$ cat config.mk
export PLATFORM = sky130hd
export DESIGN_NAME = ccr_isqrt
export DESIGN_NICKNAME = d
export VERILOG_FILES = /design/src/ccr_isqrt.sv
export SDC_FILE = /design/constraint.sdc
export NUM_CORES = 2
export LEC_CHECK = 0
export BUFFER_PORTS_ARGS = -buffer_cell sky130_fd_sc_hd__buf_2
export CORE_ASPECT_RATIO = 0.8
export CORE_MARGIN = 5
export CORE_UTILIZATION = 57
export DETAILED_ROUTE_END_ITERATION = 10
export GPL_TIMING_DRIVEN = 1
export PLACE_DENSITY = 0.75
export SYNTH_ARGS = -nofsm -noshare
export SYNTH_HDL_FRONTEND = slang
export SYNTH_SLANG_ARGS = --single-unit
export TNS_END_PERCENT = 50
$ cat constraint.sdc
create_clock -name i_clk -period 4.51 [get_ports i_clk]
set_input_delay 0.451 -clock i_clk [delete_from_list [all_inputs] [get_ports i_clk]]
set_output_delay 0.451 -clock i_clk [all_outputs]
set_load 0.005 [all_outputs]
$ cat src/ccr_isqrt.sv
`timescale 1ns / 1ps
// pipelined integer square root, one result bit per stage
module ccr_isqrt #(
    parameter int IN_W = 50
) (
    input  logic                i_clk,
    input  logic                i_en,
    input  logic [IN_W-1:0]     i_rad,
    output logic [IN_W/2-1:0]   o_root
);

    localparam int OUT_W = IN_W / 2;

    logic [OUT_W+1:0] r_rem  [OUT_W-1];
    logic [IN_W-1:0]  r_x    [OUT_W-1];
    logic [OUT_W-1:0] r_root [OUT_W];

    for (genvar k = 0; k < OUT_W; k++) begin : g_step
        logic [OUT_W+1:0] p_rem;
        logic [OUT_W+1:0] t_rem;
        logic [OUT_W+1:0] trial;
        logic [OUT_W+1:0] n_rem;
        logic [OUT_W-1:0] p_root;
        logic [OUT_W-1:0] n_root;
        logic [IN_W-1:0]  p_x;

        if (k == 0) begin : g_first
            assign p_rem  = '0;
            assign p_root = '0;
            assign p_x    = i_rad;
        end else begin : g_next
            assign p_rem  = r_rem[k-1];
            assign p_root = r_root[k-1];
            assign p_x    = r_x[k-1];
        end

        assign t_rem = {p_rem[OUT_W-1:0], p_x[IN_W-1 -: 2]};
        assign trial = {p_root, 2'b01};

        always_comb begin
            if (t_rem >= trial) begin
                n_rem  = t_rem - trial;
                n_root = {p_root[OUT_W-2:0], 1'b1};
            end else begin
                n_rem  = t_rem;
                n_root = {p_root[OUT_W-2:0], 1'b0};
            end
        end

        always_ff @(posedge i_clk) begin
            if (i_en) begin
                r_root[k] <= n_root;
            end
        end

        if (k < OUT_W - 1) begin : g_carry
            always_ff @(posedge i_clk) begin
                if (i_en) begin
                    r_rem[k] <= n_rem;
                    r_x[k]   <= {p_x[IN_W-3:0], 2'b00};
                end
            end
        end
    end

    assign o_root = r_root[OUT_W-1];

endmodule

Yosys cells after proc, flatten, opt, wreduce, memory -nomap -nowiden

Memories as Yosys holds them, arrays and structs flattened.
Index checks and enable logic that the tools add are counted.

Add/subtract/negate cells: 24
$mul: 0
Divide/modulo/power cells: 0
Magnitude comparators: 25
Eq/ne operators: 0
Shifts and indexed selects: 0
Multiplexer cells: 51
Bitwise gates (word level): 0
Reduce and logical (&&, ||, !) cells: 0

Operators with widths:

| kind                                                | number |
|---|---|
| >= comparator 27 bit                                | 24 |
| 2-to-1 mux 27 bit                                   | 24 |
| subtractor 27 bit                                   | 23 |
| 2-to-1 mux 1 bit                                    | 27 |
| subtractor 2 x 1 -> 3 bit, second input constant    | 1 |
| >= comparator 2 x 1 -> 1 bit, second input constant | 1 |

Flip-flop bits (word level): 0
Bits in latches: 0
RAM bits: 2,425
ROM bits: 0
Output and inout port bits: 25
Memories: 3

Memory list:

| memory | words | bits a word | rd ports | clocked after memory_dff | write ports | line | text |
|---|---|---|---|---|---|---|---|
| r_x    | 24    | 48          | 24       | 0                        | 24          | 15   | `logic [IN_W-1:0] r_x [OUT_W-1];` |
| r_rem  | 24    | 27          | 24       | 0                        | 24          | 14   | `logic [OUT_W+1:0] r_rem [OUT_W-1];` |
| r_root | 25    | 25          | 25       | 0                        | 25          | 16   | `logic [OUT_W-1:0] r_root [OUT_W];` |

Depth between registers and ports, before layout

An unclocked memory read counts as a cell.

Depth in word-level cells: 3
Gate-level depth with buffers: 14

Worst setup path before layout

OpenSTA, ideal clock, no wires.

Kind: register to register
From: memory r_rem[0][118] in the netlist's numbering
To: memory r_rem[0][149] in the netlist's numbering, data pin
Setup time: 0.271 ns
Data arrival time: 2.963 ns
Data required time: 4.239 ns
Slack: 1.275 ns
Stages on the path, launching flop included: 10
Clock period less this slack: 3.235 ns
Path through: edfxtp_1 -> or4_4 -> or4b_1 -> or4_1 -> o21ai_2 -> nor3_2 -> or3_1 -> buf_2 -> nor4_1 -> xor2_1

RTL lines:

| item            | line |
|---|---|
| start, declared | 14 |

==> impl_metrics.ini <==
[critical_path]
critPathTopFamily = simple AND/OR/NAND/NOR gates
path_cells = or4_1, or4_1, a31oi_1, nand2b_1, a21oi_1, and2_1, inv_1, nor2_1, a21oi_1
cp_max_fo = 20
crit_buf_inv = 1
r2r_slack_ps = 660
slowest_delay_ps = 680
worstSetupStartpointType = register
slowest_stage = and2_1
path_class = reg -> reg
end_kind = register
cp.arrival_ps = 4330
cp.required_ps = 4990

[die]
dieArea_um2 = 128000
die_w_um = 399
std_cell_rows = 114
boundaryPins = 77
start_util_pct = 57.2
die_y_um = 321
core_um2 = 120000

[synthesis]
synth_compound_area_share_pct = 9.57
ys.flop_type = edfxtp_1
synth_mux_area_share_pct = 0.720
ys_ff_latch = 1492
synth-simple-area-share_pct = 9.72
synthAdderAreaFrac_pct = 6.38
synth_edf_count = 1492
synth-async-reset-ratio_pct = 0
ys_types = 82
ys_warn_count = 0
synth_top_family_by_area = simple AND/OR/NAND/NOR gates
ys_seq_area_share_pct = 65.1
synthXorXnorAreaFrac_pct = 5.56
synthesis.nets = 5674
syn_area_um2 = 68800
synth.avg_cell_area_um2 = 13.1
synth_cells = 5271

[power]
p_leak_nw = 29.4
p_per_area_nw_per_um2 = 494
vdd_ir_drop_max_mv = 0.559

[sta]
setup_viol = 0
hold_viol = 0
fin_ws_ps = 664
final_max_slew_viol_count = 0
period_needed_ps = 3850
rsz0062_at_grt = false
max_freq_mhz = 260
skew_ps = 75.9
slew_headroom_pct = 30.8
tightest_slew_ps = 1040
fin_crit_sh_pct = 85.3
tns_ps = 0

[flow_run]
drv_cap = 0

[detailed_routing]
ant_nets = 0
avgRoutedWirePerCell_um = 18.4
via_per_inst = 5.75
via_count = 41673
route.detailed.drc = 0
wl_met1_um = 62900
routed.top_layer = met4
firstDrtPassIters = 6
routed_wl_um = 134000
drt_iter0_drc = 4092
wl_met3_um = 10200
wl_met2_um = 58100

[grt]
grt_max_degree = 138
antenna_found_initial = 4
grt_pass1_wl_um = 214000
overflow = 0
gr-usage-all-layers_pct = 20.9
first_global_vias = 39607

[clock_network]
clock_path_buffers = 3
cts.repair.resized = 0
cts_tree = yes
cts_made_buffers = 147
clk_latency_ps = 790
cts_max_level = 4
clock-sinks = 1492
cts_root_buf = clkbuf_16
cts_setup_buffers = 0
clk_pin_slew_ps = 60
hold_buffers = 51

[placement]
finalWeightedCongestion = 0.908
pre_cts_ws_ps = 749
portBuffers = 76
place_hpwl_um = 92000
post_dp_cell_area_um2 = 71500

[final_layout]
area_delta_synth_final_pct = 11.9
layout_commonest_cell = edfxtp_1
drive_above_1_share_pct = 7.71
nets = 5916
num_antenna_cells = 0
fin_area_um2 = 77000
layout_common_cells = 1,492 x edfxtp_1, 452 x inv_1, 351 x ha_1, 346 x a21oi_1, 337 x nand2_1

[outcome]
status = complete, no violations

[worst_hold_path]
hold_path.class = in -> reg
==> synthesized netlist by cell type, types with 90 or more instances <==
master	instances	area share, %
edfxtp_1	1492	65
inv_1	452	2.5
ha_1	351	6.4
a21oi_1	347	2.5
nand2_1	337	1.8
nor2_1	304	1.7
o21ai_0	264	1.9
xnor2_1	244	3.1
xor2_1	193	2.5
nor3_1	130	0.95
a21o_1	99	1.1
nand3_1	90	0.65
==> worst register-to-register path, stage by stage, from the launching register on <==
cell and delay, ps:
edfxtp_1 410, or4_1 530, or4_1 430, a31oi_1 230, nand2b_1 130, a21oi_1 320, and2_1 680, inv_1 540
nor2_1 230, a21oi_1 60
==> final cells by class <==
type | count | area [µm²]
multi-input cells | 3239 | 22000
clock buffers | 172 | 3770
clock inverters | 93 | 1210
fillers | 8752 | 43400
inverters | 454 | 1700
repair buffers | 179 | 1420
flip-flops and latches | 1492 | 44800
well taps | 1624 | 2030
==> final timing paths <==
| kind | startpoint | endpoint | cells after the start |
|---|---|---|---|
| worst min-delay path | i_en | r_x[0][3]$_DFFE_PP_ | 1 |
| worst max-delay path | r_rem[2][48]$_DFFE_PP_ | r_rem[2][56]$_DFFE_PP_ | 9 |
| worst max register to register | r_rem[2][48]$_DFFE_PP_ | r_rem[2][56]$_DFFE_PP_ | 9 |
| worst min register to register | r_x[0][205]$_DFFE_PP_ | r_x[0][255]$_DFFE_PP_ | 0 |
==> state kept, by name, summed over array words and instances (netlist names) <==
register,cells
r_root,325
r_rem,567
r_x,600
==> power breakdown <==
group	internal [mW]	leakage (nW)	switching, mW
Clock	7.09	2.40	5.37
Combinational	2.97	12.7	4.10
Sequential	17.4	14.3	1.05
Total	27.5	29.4	10.5
==> cell families (layout without fill, tap and decap cells) <==
group,count (synthesis),in the layout
compound gates,1065,1065
xor+xnor,437,437
fa+ha+maj,351,351
buf+inv,540,898
flops,1492,1492
mux,45,45
other cells,1,1
simple gates,1340,1340
==> stage by stage <==
step	utilization (%)	total power [mW]	hold WS, ps	std cells
floorplan	-	23.5	400	5271
global placement	59.4	25.4	400	6937
detailed placement	59.4	25.6	405	6937
CTS	64.0	38.2	202	7253
global route	64.0	39.9	242	7253
finish	64.0	38.0	205	7253
==> metal layers <==
metal | up-vias | global-route usage, %
met5 | - | 0
met4 | 0 | 5.03
met3 | 166 | 4.27
met2 | 1456 | 30.8
met1 | 20005 | 32.3
li1 | 20046 | -
(Power assumes the default switching activity.)
