### src/ccr_div.sv
`timescale 1ns / 1ps
// pipelined signed by unsigned divider, truncating, one quotient bit per stage
module ccr_div #(
    parameter int NUM_W = 59,
    parameter int DEN_W = 24,
    parameter int QUO_W = 34
) (
    input  logic                    i_clk,
    input  logic                    i_en,
    input  logic signed [NUM_W-1:0] i_num,
    input  logic [DEN_W-1:0]        i_den,
    output logic signed [QUO_W:0]   o_quo
);

    localparam int WIDE_W = NUM_W + DEN_W;

    logic [NUM_W-1:0]      r_mag;
    logic [DEN_W-1:0]      r_den0;
    logic                  r_neg0;
    logic [WIDE_W-1:0]     init_wide;
    logic [DEN_W-1:0]      r_rem [QUO_W-1];
    logic [DEN_W-1:0]      r_den [QUO_W-1];
    logic [QUO_W-1:0]      r_low [QUO_W];
    logic                  r_neg [QUO_W];
    logic signed [QUO_W:0] r_quo;

    always_ff @(posedge i_clk) begin
        if (i_en) begin
            r_mag  <= i_num[NUM_W-1] ? NUM_W'(-i_num) : NUM_W'(i_num);
            r_den0 <= i_den;
            r_neg0 <= i_num[NUM_W-1];
        end
    end

    assign init_wide = WIDE_W'(r_mag) >> QUO_W;

    for (genvar k = 0; k < QUO_W; k++) begin : g_step
        logic [DEN_W-1:0] p_rem;
        logic [DEN_W-1:0] p_den;
        logic [QUO_W-1:0] p_low;
        logic             p_neg;
        logic [DEN_W:0]   t_rem;
        logic             ge;

        if (k == 0) begin : g_first
            assign p_rem = init_wide[DEN_W-1:0];
            assign p_den = r_den0;
            assign p_low = r_mag[QUO_W-1:0];
            assign p_neg = r_neg0;
        end else begin : g_next
            assign p_rem = r_rem[k-1];
            assign p_den = r_den[k-1];
            assign p_low = r_low[k-1];
            assign p_neg = r_neg[k-1];
        end

        assign t_rem = {p_rem, p_low[QUO_W-1]};
        assign ge    = t_rem >= {1'b0, p_den};

        always_ff @(posedge i_clk) begin
            if (i_en) begin
                r_low[k] <= {p_low[QUO_W-2:0], ge};
                r_neg[k] <= p_neg;
            end
        end

        if (k < QUO_W - 1) begin : g_carry
            always_ff @(posedge i_clk) begin
                if (i_en) begin
                    r_rem[k] <= ge ? DEN_W'(t_rem - {1'b0, p_den}) : t_rem[DEN_W-1:0];
                    r_den[k] <= p_den;
                end
            end
        end
    end

    always_ff @(posedge i_clk) begin
        if (i_en) begin
            r_quo <= r_neg[QUO_W-1] ? -$signed({1'b0, r_low[QUO_W-1]})
                                    : $signed({1'b0, r_low[QUO_W-1]});
        end
    end

    assign o_quo = r_quo;

endmodule

### config.mk
export PLATFORM = sky130hd
export DESIGN_NAME = ccr_div
export DESIGN_NICKNAME = d
export VERILOG_FILES = /design/src/ccr_div.sv
export SDC_FILE = /design/constraint.sdc
export NUM_CORES = 2
export LEC_CHECK = 0
export BUFFER_PORTS_ARGS = -buffer_cell sky130_fd_sc_hd__clkbuf_2
export CAP_MARGIN = 20
export CORE_UTILIZATION = 37
export DETAILED_ROUTE_END_ITERATION = 12
export SLEW_MARGIN = 20
export SYNTH_ARGS = -nofsm -noshare
export SYNTH_HDL_FRONTEND = slang
export SYNTH_SLANG_ARGS = --single-unit
### constraint.sdc
create_clock -name i_clk -period 5 [get_ports i_clk]
set_clock_uncertainty 0.15 [all_clocks]
set_input_delay 0.25 -clock i_clk [delete_from_list [all_inputs] [get_ports i_clk]]
set_output_delay 0.25 -clock i_clk [all_outputs]
set_load 0.02 [all_outputs]
**Word-level counts from Yosys, hierarchy flattened**

Memory sizes are Yosys's and may differ from the RTL's.
Cells that the tools add are included.

- Flip-flop bits (word level): 118
- Bits in latches: 0
- Memory bits (writable): 2,774
- ROM bits: 0
- Input port bits: 85
- Output and inout bits: 35
- Word-level logic and storage cells: 115
- Memories: 4

Memories:

| name | words | width | rd ports | clocked after memory_dff | write ports | RTL line | RTL |
|---|---|---|---|---|---|---|---|
| r_low | 34 | 34 | 34 | 0 | 34 | 23 | `logic [QUO_W-1:0] r_low [QUO_W];` |
| r_den | 33 | 24 | 33 | 0 | 33 | 22 | `logic [DEN_W-1:0] r_den [QUO_W-1];` |
| r_rem | 33 | 24 | 33 | 0 | 33 | 21 | `logic [DEN_W-1:0] r_rem [QUO_W-1];` |
| r_neg | 34 | 1 | 34 | 0 | 34 | 24 | `logic r_neg [QUO_W];` |

- $add $sub $neg: 35
- Multipliers: 0
- Div/mod/pow operators: 0
- Magnitude comparators: 34
- Equality and inequality tests: 0
- Shift-type cells: 0
- Multiplexer cells: 37
- Bitwise gates (word level): 0
- Reductions and logical operators: 0

Operators with widths:

| cell | count |
|---|---|
| greater-or-equal comparator 25 x 24 -> 1 bit | 34 |
| two-way mux 24 bit | 33 |
| subtractor 24 bit | 33 |
| two-way mux 58 bit | 1 |
| negator 58 bit | 1 |
| negator 34 -> 35 bit | 1 |
| two-way mux 34 bit | 1 |
| two-way mux 1 bit | 2 |

**Logic depth before layout (Yosys ltp)**

An unclocked memory read counts as a cell.

- Depth in word-level cells: 3
- Gate-level depth with buffers: 15
- Depth with buffers taken out: 13

**Worst setup path after synthesis**

Ideal clock, no wire load.

- Path kind: register to register
- Start point: memory r_den[11][0] (netlist: r_den[0][264])
- End point: memory r_rem[12][20] (netlist: r_rem[0][308]), data pin
- Arrival time: 3.159 ns
- Data required time: 4.590 ns
- Path slack: 1.431 ns
- Cell stages (with the launch flop): 13
- Path buffers: 0
- Cell sequence: edfxtp_1 ha_1 fa_1 nor2b_1 o21a_1 a311oi_1 o311ai_1 a2111oi_0 o41ai_1 nand2b_1 a31o_2 xnor2_1 mux2_2

RTL lines:

| element | RTL line |
|---|---|
| from (decl) | 22 |
| to (decl) | 21 |

==> flow_metrics.tcl <==
set metrics [dict create \
    crit_required_ns 5.50 \
    netlist_area_mm2 0.138 \
    placed_area_mm2 0.145 \
    core_mm2 0.370 \
    die_h_um 612 \
    die_w_um 612 \
    worst-setup-path-type "flop to flop" \
    grt_overflow_total 0 \
    syn_area_per_cell_um2 13.2 \
    numCtsBuffers 320 \
    cts_setup_buffers 0 \
    io_pins 120 \
    cp_max_fo 25 \
    gp_congestion 0.923 \
    min_period_ns 4.39 \
    ant_nets 0 \
    max_freq_mhz 228 \
    cp_slowest_stage_delay_ns 0.68 \
    wl_um 300000 \
    synth_top_area_cell "edfxtp_1" \
    dp_cells 15500 \
    synth.most_common_cell "edfxtp_1" \
    hold_viol 0 \
    drc 0 \
    power_density_mw_per_mm2 623 \
    rsz0062_at_grt "false" \
    syn2layout_area_growth_pct 14.1 \
    nNetsFinal 11900 \
    drive_above_1_share_pct 10.1 \
    via_per_inst 5.06 \
    first_pass_iters 6 \
    grt_pass1_vias 83200 \
    vias 82200 \
    grt_pass1_wl_um 468000 \
    path_clk_slew_ns 0.06 \
    cap_violations 0 \
    post-route-period-util_pct 87.7 \
    cts_sinks 2892 \
    ys_types 88 \
    finalNonFillerCells 16200 \
    ys.flop_type "edfxtp_1" \
    p_leak_uw 0.0609 \
    cp_top_family "compound AO/OA/AOI/OAI gates" \
    synthArstFlopShare_pct 0 \
    cp-end-kind "flop" \
    setup_viol 0 \
    dp_hpwl_um 219000 \
    cp_slowest_cell "a211o_1" \
    cp_cell_sequence "inv_1 > ha_1 > a21o_1 > a21oi_1 > nand2_1 > a31oi_2 > o221ai_1 > a31oi_1 > o41ai_1 > a21o_1 > a211o_1 > mux2_2" \
    cts_tree "done" \
    dieArea_mm2 0.375 \
    worstPathArrival_ns 4.88 \
    synth_area_leaders "edfxtp_1 63%, ha_1 7.4%, xnor2_1 3.1%" \
    critPathMostFrequentCell "a21o_1" \
    synth_cells 10500 \
    yosys-top-cells-count "2892 x edfxtp_1, 1021 x inv_1, 818 x ha_1" \
    postLayoutCellArea_mm2 0.157 \
    start_kind "flop" \
    grt_max_degree 166 \
    initial_core_util_pct 37.3 \
    syn_nets 11400 \
    grt_antenna_before_repair 5 \
    drt-initial-drc-count 5569 \
    wl_per_cell_um 18.5 \
    port_buffers 119 \
    htree_levels 5 \
    clockRootBuffer "clkbuf_16" \
    ctsLongestPathBuffers 4 \
    fin_setup_tns_ns 0 \
    grt_util_all_layers_pct 15.7 \
    vdd_drop_max_mv 0.289 \
    synth_edf_count 2892 \
    drv_slew 0 \
    yosys.area.top_type_share_pct 63.0 \
    hp-class "input port to flop" \
    cts.hold.buffers_added 182 \
    outcome "finished, final reports clean" \
    yosysSeqAreaShare_pct 63.0 \
    yosys_warnings 0 \
    cp_num_buf_inv 1 \
    cts_resized 0 \
    worstSkewPairLatency_ns 0.91 \
    rows 223 \
    worst_pin_slew_ns 1.26 \
    ys_seq_elements 2892 \
    relSlewSlack_pct 15.8 \
]
[metrics by stage]
step | setup WS, ns | utilization (%) | total power (uW) | hold slack (ns)
2_1_floorplan | 1.43 | - | 64600 | 0.199
3_3_place_gp | 0.735 | 39.2 | 74000 | 0.250
3_5_place_dp | 0.679 | 39.2 | 74800 | 0.255
4_1_cts | 0.643 | 42.5 | 98600 | 0.0148
5_1_grt | 0.428 | 42.5 | 104000 | 0.0750
6_report | 0.615 | 42.5 | 97900 | 0.115
[worst paths after layout]
path,from,endpoint,slack [ns],depth (start not counted)
worst max-delay path,r_den[0][411],r_rem[0][434],0.61,12
worst min-delay path,i_num[50],r_mag[50],0.12,3
worst max register to register,r_den[0][411],r_rem[0][434],0.61,12
worst min register to register,r_low[11][32],r_low[12][33],0.23,0
[worst min-delay path: stages]
cell	delay [ns]
dlygate4sd3_1	0.52
clkbuf_2	0.12
xnor2_1	0.16
[state kept, by name, indices dropped and copies added (netlist names)]
register	cells
g_step.p_neg	1
r_mag	58
g_step.p_den	24
r_neg	34
r_low	1156
r_den	792
o_quo	35
r_rem	792
[routing by layer]
layer  global-route usage, %  up-vias  wire [um]
met2                    28.0     1708     150000
met5                       0        -          0
met4                    5.84        0      11000
met3                    1.77      563      10800
li1                        -    39900          -
met1                    19.5    40000     128000
[cell type report]
type	count	area (um2)
multi-input combinational	6368	46500
clock inverter	201	2030
timing repair buffer	408	3520
clock buffer	375	8300
inverter	1021	3830
sequential	2892	86800
fill	33200	212000
tap	4950	6190
antenna	9	22.5
[power breakdown]
part           total (uW)  internal [uW]  switching (uW)
Combinational       37500          16800           20800
Sequential          37300          34100            3230
Clock               23000          13300            9760
[layout by cell type (no fill, tap or decap), drive strengths merged, types with 31 or more instances in the layout]
cell | Yosys | routed
a211oi | 50 | 50
a21o | 328 | 328
clkbuf | 146 | 493
edfxtp | 2892 | 2892
or3 | 31 | 31
nand4 | 111 | 111
nand3 | 160 | 160
a31oi | 81 | 81
xor2 | 242 | 242
o211ai | 44 | 44
o21ai | 674 | 674
a21oi | 669 | 669
and2 | 34 | 34
nand2 | 668 | 668
ha | 818 | 818
inv | 1021 | 1030
clkinv | 0 | 148
and3 | 71 | 71
buf | 46 | 107
xnor2 | 494 | 494
mux2 | 365 | 365
fa | 33 | 33
nor3 | 123 | 123
nor2 | 437 | 437
nor2b | 98 | 98
mux2i | 41 | 41
dlygate4sd3 | 0 | 183
o41ai | 34 | 34
o21a | 109 | 109
o31ai | 76 | 76
nand2b | 140 | 140
o21bai | 68 | 68
[kinds of logic (layout without fill, tap and decap cells)]
family,count (synthesis),in the layout,synth area share (%)
flip-flops,2892,2892,63.0
other,0,9,0
buffers and inverters,1213,2005,3.35
AO/OA/AOI/OAI,2399,2399,10.9
XOR/XNOR,736,736,4.68
adder cells (fa/ha/maj),851,851,7.91
multiplexers,406,406,3.28
AND/OR/NAND/NOR,1976,1976,6.79
(Power assumes the default switching activity.)
