<file path="config.mk">
export PLATFORM = sky130hd
export DESIGN_NAME = ccr_delay
export DESIGN_NICKNAME = d
export VERILOG_FILES = /design/src/ccr_delay.sv
export SDC_FILE = /design/constraint.sdc
export NUM_CORES = 1
export LEC_CHECK = 0
export BUFFER_PORTS_ARGS = -buffer_cell sky130_fd_sc_hd__buf_4
export CORE_AREA = 2 2 39 41
export CTS_BUF_LIST = sky130_fd_sc_hd__clkbuf_8 sky130_fd_sc_hd__clkbuf_16
export CTS_CLUSTER_SIZE = 10
export DETAILED_ROUTE_END_ITERATION = 12
export DIE_AREA = 0 0 41 43
export PLACE_DENSITY = 0.75
export SLEW_MARGIN = 10
export SYNTH_ARGS = -nofsm -noshare
export SYNTH_HDL_FRONTEND = slang
export SYNTH_SLANG_ARGS = --single-unit
</file>
<file path="constraint.sdc">
create_clock -name i_clk -period 1.75 [get_ports i_clk]
set_clock_uncertainty 0.1 [all_clocks]
set_input_delay 0.2625 -clock i_clk [delete_from_list [all_inputs] [get_ports i_clk]]
set_output_delay 0.2625 -clock i_clk [all_outputs]
set_load 0.1 [all_outputs]
</file>
<file path="src/ccr_delay.sv">
`timescale 1ns / 1ps
// stallable delay line for valid bits and side data
module ccr_delay #(
    parameter int W     = 8,
    parameter int DEPTH = 2
) (
    input  logic         i_clk,
    input  logic         i_rst_n,
    input  logic         i_en,
    input  logic         i_valid,
    input  logic [W-1:0] i_data,
    output logic         o_valid,
    output logic [W-1:0] o_data
);

    logic [DEPTH-1:0] r_valid;
    logic [W-1:0]     r_data [DEPTH];

    always_ff @(posedge i_clk) begin
        if (!i_rst_n) begin
            r_valid <= '0;
        end else if (i_en) begin
            r_valid <= {r_valid[DEPTH-2:0], i_valid};
        end
    end

    always_ff @(posedge i_clk) begin
        if (i_en) begin
            r_data[0] <= i_data;
            for (int k = 1; k < DEPTH; k++) begin
                r_data[k] <= r_data[k-1];
            end
        end
    end

    assign o_valid = r_valid[DEPTH-1];
    assign o_data  = r_data[DEPTH-1];

endmodule

</file>
Word level (Yosys, flattened, before mapping)
Memory sizes are Yosys's and may differ from the RTL's.
Index checks and enable logic that the tools add are counted.
{"block": "totals", "ff_bits": 2, "ramBits": 16, "in_bits": 12, "output_inout_bits": 9, "word_cells": 4, "n_memories": 1}
{"block": "op_classes", "n_mux": 2}
{"name": "r_data", "words": 2, "word_bits": 8, "rd": 2, "rd_ports_with_merged_regs": 0, "write_ports": 2, "line": "17", "rtl": "logic [W-1:0] r_data [DEPTH];"}
{"op": "$mux 1", "count": 2}

Logic depth before layout (Yosys ltp)
Gate-level depths: netlist (run 1).
{"block": "logic_depth", "word_depth": 2, "ltp_mapped": 2, "mapped_depth_nobuf": 2}

Worst setup path after synthesis (run 1)
OpenSTA, ideal clock, no wires.
{"block": "synth_path", "path_kind": "register to register", "startpoint": "register r_valid[1] (netlist name)", "endpoint": "register r_valid[1]", "setup_time_ns": 0.067, "arrival_ns": 1.194, "t_required_ns": 1.583, "path_slack_ns": 0.389, "stages_incl_launch_ff": 3, "n_path_buf": 0, "period_less_slack_ns": 1.361, "path_cell_list": "dfxtp_1 > mux2i_1 > nor2b_1"}
{"item": "to (signal assigned)", "line": "23", "rtl": "r_valid <= {r_valid[DEPTH-2:0], i_valid};"}
{"item": "to (decl)", "line": "16", "rtl": "logic [DEPTH-1:0] r_valid;"}

Final worst setup path (run 1)
{"block": "layout_path", "startpoint": "register r_valid[1]", "endpoint": "output port o_valid"}
{"item": "to (decl)", "line": "12", "rtl": "output logic o_valid,"}
No word-level cell between the ends.

==> impl_metrics.tcl, run 1 <==
set metrics [dict create \
    max-vdd-ir-drop_v 0.0005762 \
    synth_area_per_cell_sq_um 20.44 \
    remaining_drc_errors 0 \
    max-clock-path-buffers 2 \
    layout-drive-gt1-share_pct 50.00 \
    grt-ovfl-total 0 \
    crit_path_end_kind "primary output" \
    finalSetupTns_ps 0 \
    max_freq_mhz 809.2 \
    die_x_um 41 \
    slowest_stage "dfxtp_1" \
    avgViaCountPerCell 4.403 \
    wl_per_cell_um 10.82 \
    cts.sinks 18 \
    crit_family "flip-flops" \
    slowest_delay_ps 340 \
    fill_cells 119 \
    fin_crit_ps 1236 \
    netlist_area_sq_um 613.1 \
    setup_violations 0 \
    synth_fp_nets 42 \
    h-tree-depth 1 \
    grt_pass1_vias 241 \
    yosysSeqAreaShare_pct 84.90 \
    power.density_mw_per_mm2 1209 \
    dp_slack_ps 755.5 \
    core_sq_mm 0.001384 \
    dieArea_sq_mm 0.001763 \
    leakage_uw 0.0003074 \
    die_h_um 43 \
    rsz0062_at_grt "false" \
    crit_chain "buf_4" \
    portBuffers 20 \
    drv_cap 0 \
    grt_util_met1_pct 12.04 \
    syn_inst 30 \
    ys.warnings.count 0 \
    cp.required_ps 1390 \
    gr-max-usage-layer "met2" \
    dr.pass1.iters 5 \
    place_congestion 0.5876 \
    ctsRootBufferMaster "clkbuf_8" \
    post_cts_buffers 0 \
    layout-area-overhead-vs-synth_pct 25.31 \
    fin_util_pct 55.52 \
    clkTransAtPathRegs_ps 60 \
    arrival_ps 870 \
    wirelength_um 671 \
    numCtsBuffers 3 \
    synth_seq_cells 18 \
    timing.slew.headroom_pct 81.51 \
    ys_types 5 \
    track_usage_pct 10.01 \
    worst_slack_ps 514.2 \
    period_share_pct 70.62 \
    tightestPinTransition_ps 279.6 \
    vias 273 \
    stdcell_area_sq_um 768.2 \
    slew_viol_final 0 \
    cts_tree "done" \
    hold_class "in2reg" \
    cts_resized 0 \
    num_io_pins 21 \
    hold_ws_ps 89.55 \
    outcome "complete, no violations" \
    grt_use_met2_pct 12.19 \
    crit_buf_inv 1 \
    hold_viol 0 \
    grt_use_met3_pct 4.712 \
    antenna_found_initial 0 \
    ant_nets 0 \
    placed_area_sq_um 723.2 \
    fp-row-count 14 \
    cts_hold_buffers 0 \
    path_class "reg2out" \
    nets 59 \
    initial_core_util_pct 44.30 \
    antenna_cells 0 \
    crit_path_max_fanout 2 \
    detail_route.iter0.violations 3 \
    clock_latency_ps 240 \
    grt_max_degree 19 \
    grt_pass1_wl_um 1048 \
    crit_path_start_kind "flip-flop" \
]
kinds of logic after synthesis:
group	synth area share (%)
simple gates	2.040
flops	84.90
mux	3.265
buf+inv	9.796
final timing paths:
| kind | from | endpoint | slack [ps] | cells past startpoint |
|---|---|---|---|---|
| max | r_valid[1]$_SDFFE_PN0P_ | o_valid | 510 | 1 |
| min reg2reg | r_data[0][1]$_DFFE_PP_ | r_data[0][9]$_DFFE_PP_ | 320 | 0 |
| min | i_data[1] | r_data[0][1]$_DFFE_PP_ | 90 | 1 |
| max reg2reg | r_data[0][6]$_DFFE_PP_ | r_data[0][14]$_DFFE_PP_ | 1020 | 0 |
layout by cell type (no fill, tap or decap):
cell / Yosys / routed
clkinv_1: 0 / 1
buf_4: 8 / 20
nor2b_1: 2 / 2
clkbuf_8: 0 / 3
edfxtp_1: 16 / 16
mux2i_1: 2 / 2
dfxtp_1: 2 / 2
area by class of cell:
type / instances / area [sq um] / share of cell area [%]
Sequential cell: 18 / 520.5 / 67.75
Multi-Input combinational cell: 4 / 32.53 / 4.235
Clock buffer: 3 / 41.29 / 5.375
Timing Repair Buffer: 20 / 150.1 / 19.54
Tap cell: 16 / 20.02 / 2.606
Clock inverter: 1 / 3.754 / 0.4886
cell usage after synthesis:
cell type   n  area, sq um
mux2i_1     2        20.02
dfxtp_1     2        40.04
buf_4       8        60.06
nor2b_1     2        12.51
edfxtp_1   16        480.5
through the flow:
step / std cells / total power (uW)
6_report: 62 / 928.4
5_1_grt: 62 / 971.9
4_1_cts: 62 / 946.3
3_5_place_dp: 58 / 665.5
3_3_place_gp: 58 / 662.1
2_1_floorplan: 30 / 634.2
power by group:
part / switching, uW / internal [uW] / leakage, uW / total, uW
logic: 111 / 34.3 / 0.000111 / 145
registers: 7.24 / 502 / 0.000173 / 510
clock network: 119 / 155 / 0.0000231 / 274
total: 237 / 692 / 0.000307 / 928
registers in the layout, indices dropped and copies added, names as in the netlist:
register / cells
r_data: 16
r_valid: 2
metal layers:
metal / up-vias / part of all wire, %
li1: 132 / -
met1: 124 / 37
met2: 17 / 52
met3: 0 / 11
met4: 0 / 0
met5: - / 0
Power figures use the tool's default switching activity.
==> run 2: changes to the inputs <==
Settings changed: CORE_AREA 2 2 39 41 to not set, CORE_MARGIN set to 1, CORE_UTILIZATION set to 45, DIE_AREA 0 0 41 43 to not set, PLACE_DENSITY 0.75 to 0.74.
Clock period 1.75 ns to 1.25 ns, I/O delays scaled along.
==> impl_metrics.tcl, run 2 (synthesized netlist as in run 1, its figures left out) <==
set metrics [dict create \
    remaining_drc_errors 0 \
    power_switching_uw 349.9 \
    grt_max_degree 19 \
    grt-ovfl-total 0 \
    largest_register_ff_count 16 \
    avgViaCountPerCell 4.590 \
    slowest_stage "edfxtp_1" \
    crit_path_max_fanout 1 \
    finalSetupTns_ps 0 \
    layout_commonest_cell "buf_4" \
    path_class "reg2out" \
    nets 60 \
    cts.sinks 18 \
    p_int_uw 1033 \
    drv_cap 0 \
    timing.slew.headroom_pct 81.44 \
    antenna_cells 0 \
    h-tree-depth 1 \
    slew_viol_final 0 \
    ant_nets 0 \
    place_congestion 0.5482 \
    layout-area-overhead-vs-synth_pct 28.37 \
    die_h_um 38.91 \
    cp.required_ps 960 \
    grt_pass1_wl_um 1138 \
    die_x_um 38.91 \
    tightestPinTransition_ps 280.7 \
    fin_crit_ps 1158 \
    cts_hold_buffers 0 \
    wirelength_um 812 \
    max-vdd-ir-drop_v 0.001033 \
    crit_chain "buf_4" \
    swShare_pct 25.30 \
    dp_slack_ps 310.4 \
    crit_path_start_kind "flip-flop" \
    wl_per_cell_um 13.31 \
    grt_pass1_vias 274 \
    rsz0062_at_grt "false" \
    setup_violations 0 \
    portBuffers 20 \
    pwr-share-clk_pct 33.5 \
    power.density_mw_per_mm2 1757 \
    ctsRootBufferMaster "clkbuf_8" \
    fill_cells 87 \
    hold_class "in2reg" \
    seq_power_share_pct 51.6 \
    hold_viol 0 \
    final_cell_mix "buf_4 (20), edfxtp_1 (16), clkbuf_8 (4)" \
    leakage_uw 0.0003176 \
    initial_core_util_pct 51.69 \
    cts_resized 0 \
    max-clock-path-buffers 2 \
    slowest_delay_ps 330 \
    fp-row-count 12 \
    clock_latency_ps 250 \
    numCtsBuffers 3 \
    antenna_found_initial 0 \
    crit_family "flip-flops" \
    period_share_pct 92.60 \
    total_power_uw 1383 \
    num_io_pins 21 \
    worst_slack_ps 92.44 \
    dieArea_sq_mm 0.001514 \
    dr.pass1.iters 2 \
    comb_power_share_pct 14.9 \
    crit_path_end_kind "primary output" \
    crit_buf_inv 1 \
    post_cts_buffers 0 \
    max_freq_mhz 863.9 \
    largestRegisters "r_data: 16 flops, r_valid: 2 flops" \
    layout-drive-gt1-share_pct 53.19 \
    cts_tree "done" \
    track_usage_pct 13.09 \
    top_register "r_data" \
    core_sq_mm 0.001186 \
    outcome "complete, no violations" \
    detail_route.iter0.violations 8 \
    vias 280 \
    clkTransAtPathRegs_ps 60 \
    arrival_ps 870 \
]
==> run 2: through the flow <==
stage,cell area [sq um],util [%],hold WS (ps),instances
CTS,777.0,65.51,4.008,60
global placement,721.9,60.87,266.7,56
detailed placement,721.9,60.87,267.1,56
global route,787.0,66.35,0.5629,61
floorplan,614.3,-,186.4,30
finish,787.0,66.35,8.493,61
==> run 2: routing by layer <==
layer	part of all wire, %	wire length (um)	vias up	global-route usage (%)
met4	3.0	24	0	10.34
met5	0	0	-	0
li1	-	-	136	-
met3	8.7	71	3	6.936
met1	36	293	126	11.86
met2	52	423	15	21.25
==> run 2: final timing paths <==
| check | cells after the start | endpoint | slack [ps] | from |
|---|---|---|---|---|
| max | 1 | o_data[1] | 90 | r_data[0][9]$_DFFE_PP_ |
| max reg2reg | 0 | r_data[0][9]$_DFFE_PP_ | 520 | r_data[0][1]$_DFFE_PP_ |
| min | 1 | r_data[0][6]$_DFFE_PP_ | 8 | i_data[6] |
| min reg2reg | 0 | r_data[0][15]$_DFFE_PP_ | 320 | r_data[0][7]$_DFFE_PP_ |
==> run 2: final cells by class <==
class | instances | area, sq um | area share, %
clock buffers | 4 | 55.05 | 6.995
repair buffers | 21 | 160.2 | 20.35
well taps | 14 | 17.52 | 2.226
multi-input cells | 4 | 32.53 | 4.134
flip-flops and latches | 18 | 521.8 | 66.30
==> run 2: power groups by stage <==
stage          logic, uW  registers, uW  clock network [uW]
2_1_floorplan        156            732                   0
3_3_place_gp         202            724                   0
3_5_place_dp         205            728                   0
4_1_cts              205            715                 470
5_1_grt              213            718                 495
6_report             206            714                 463
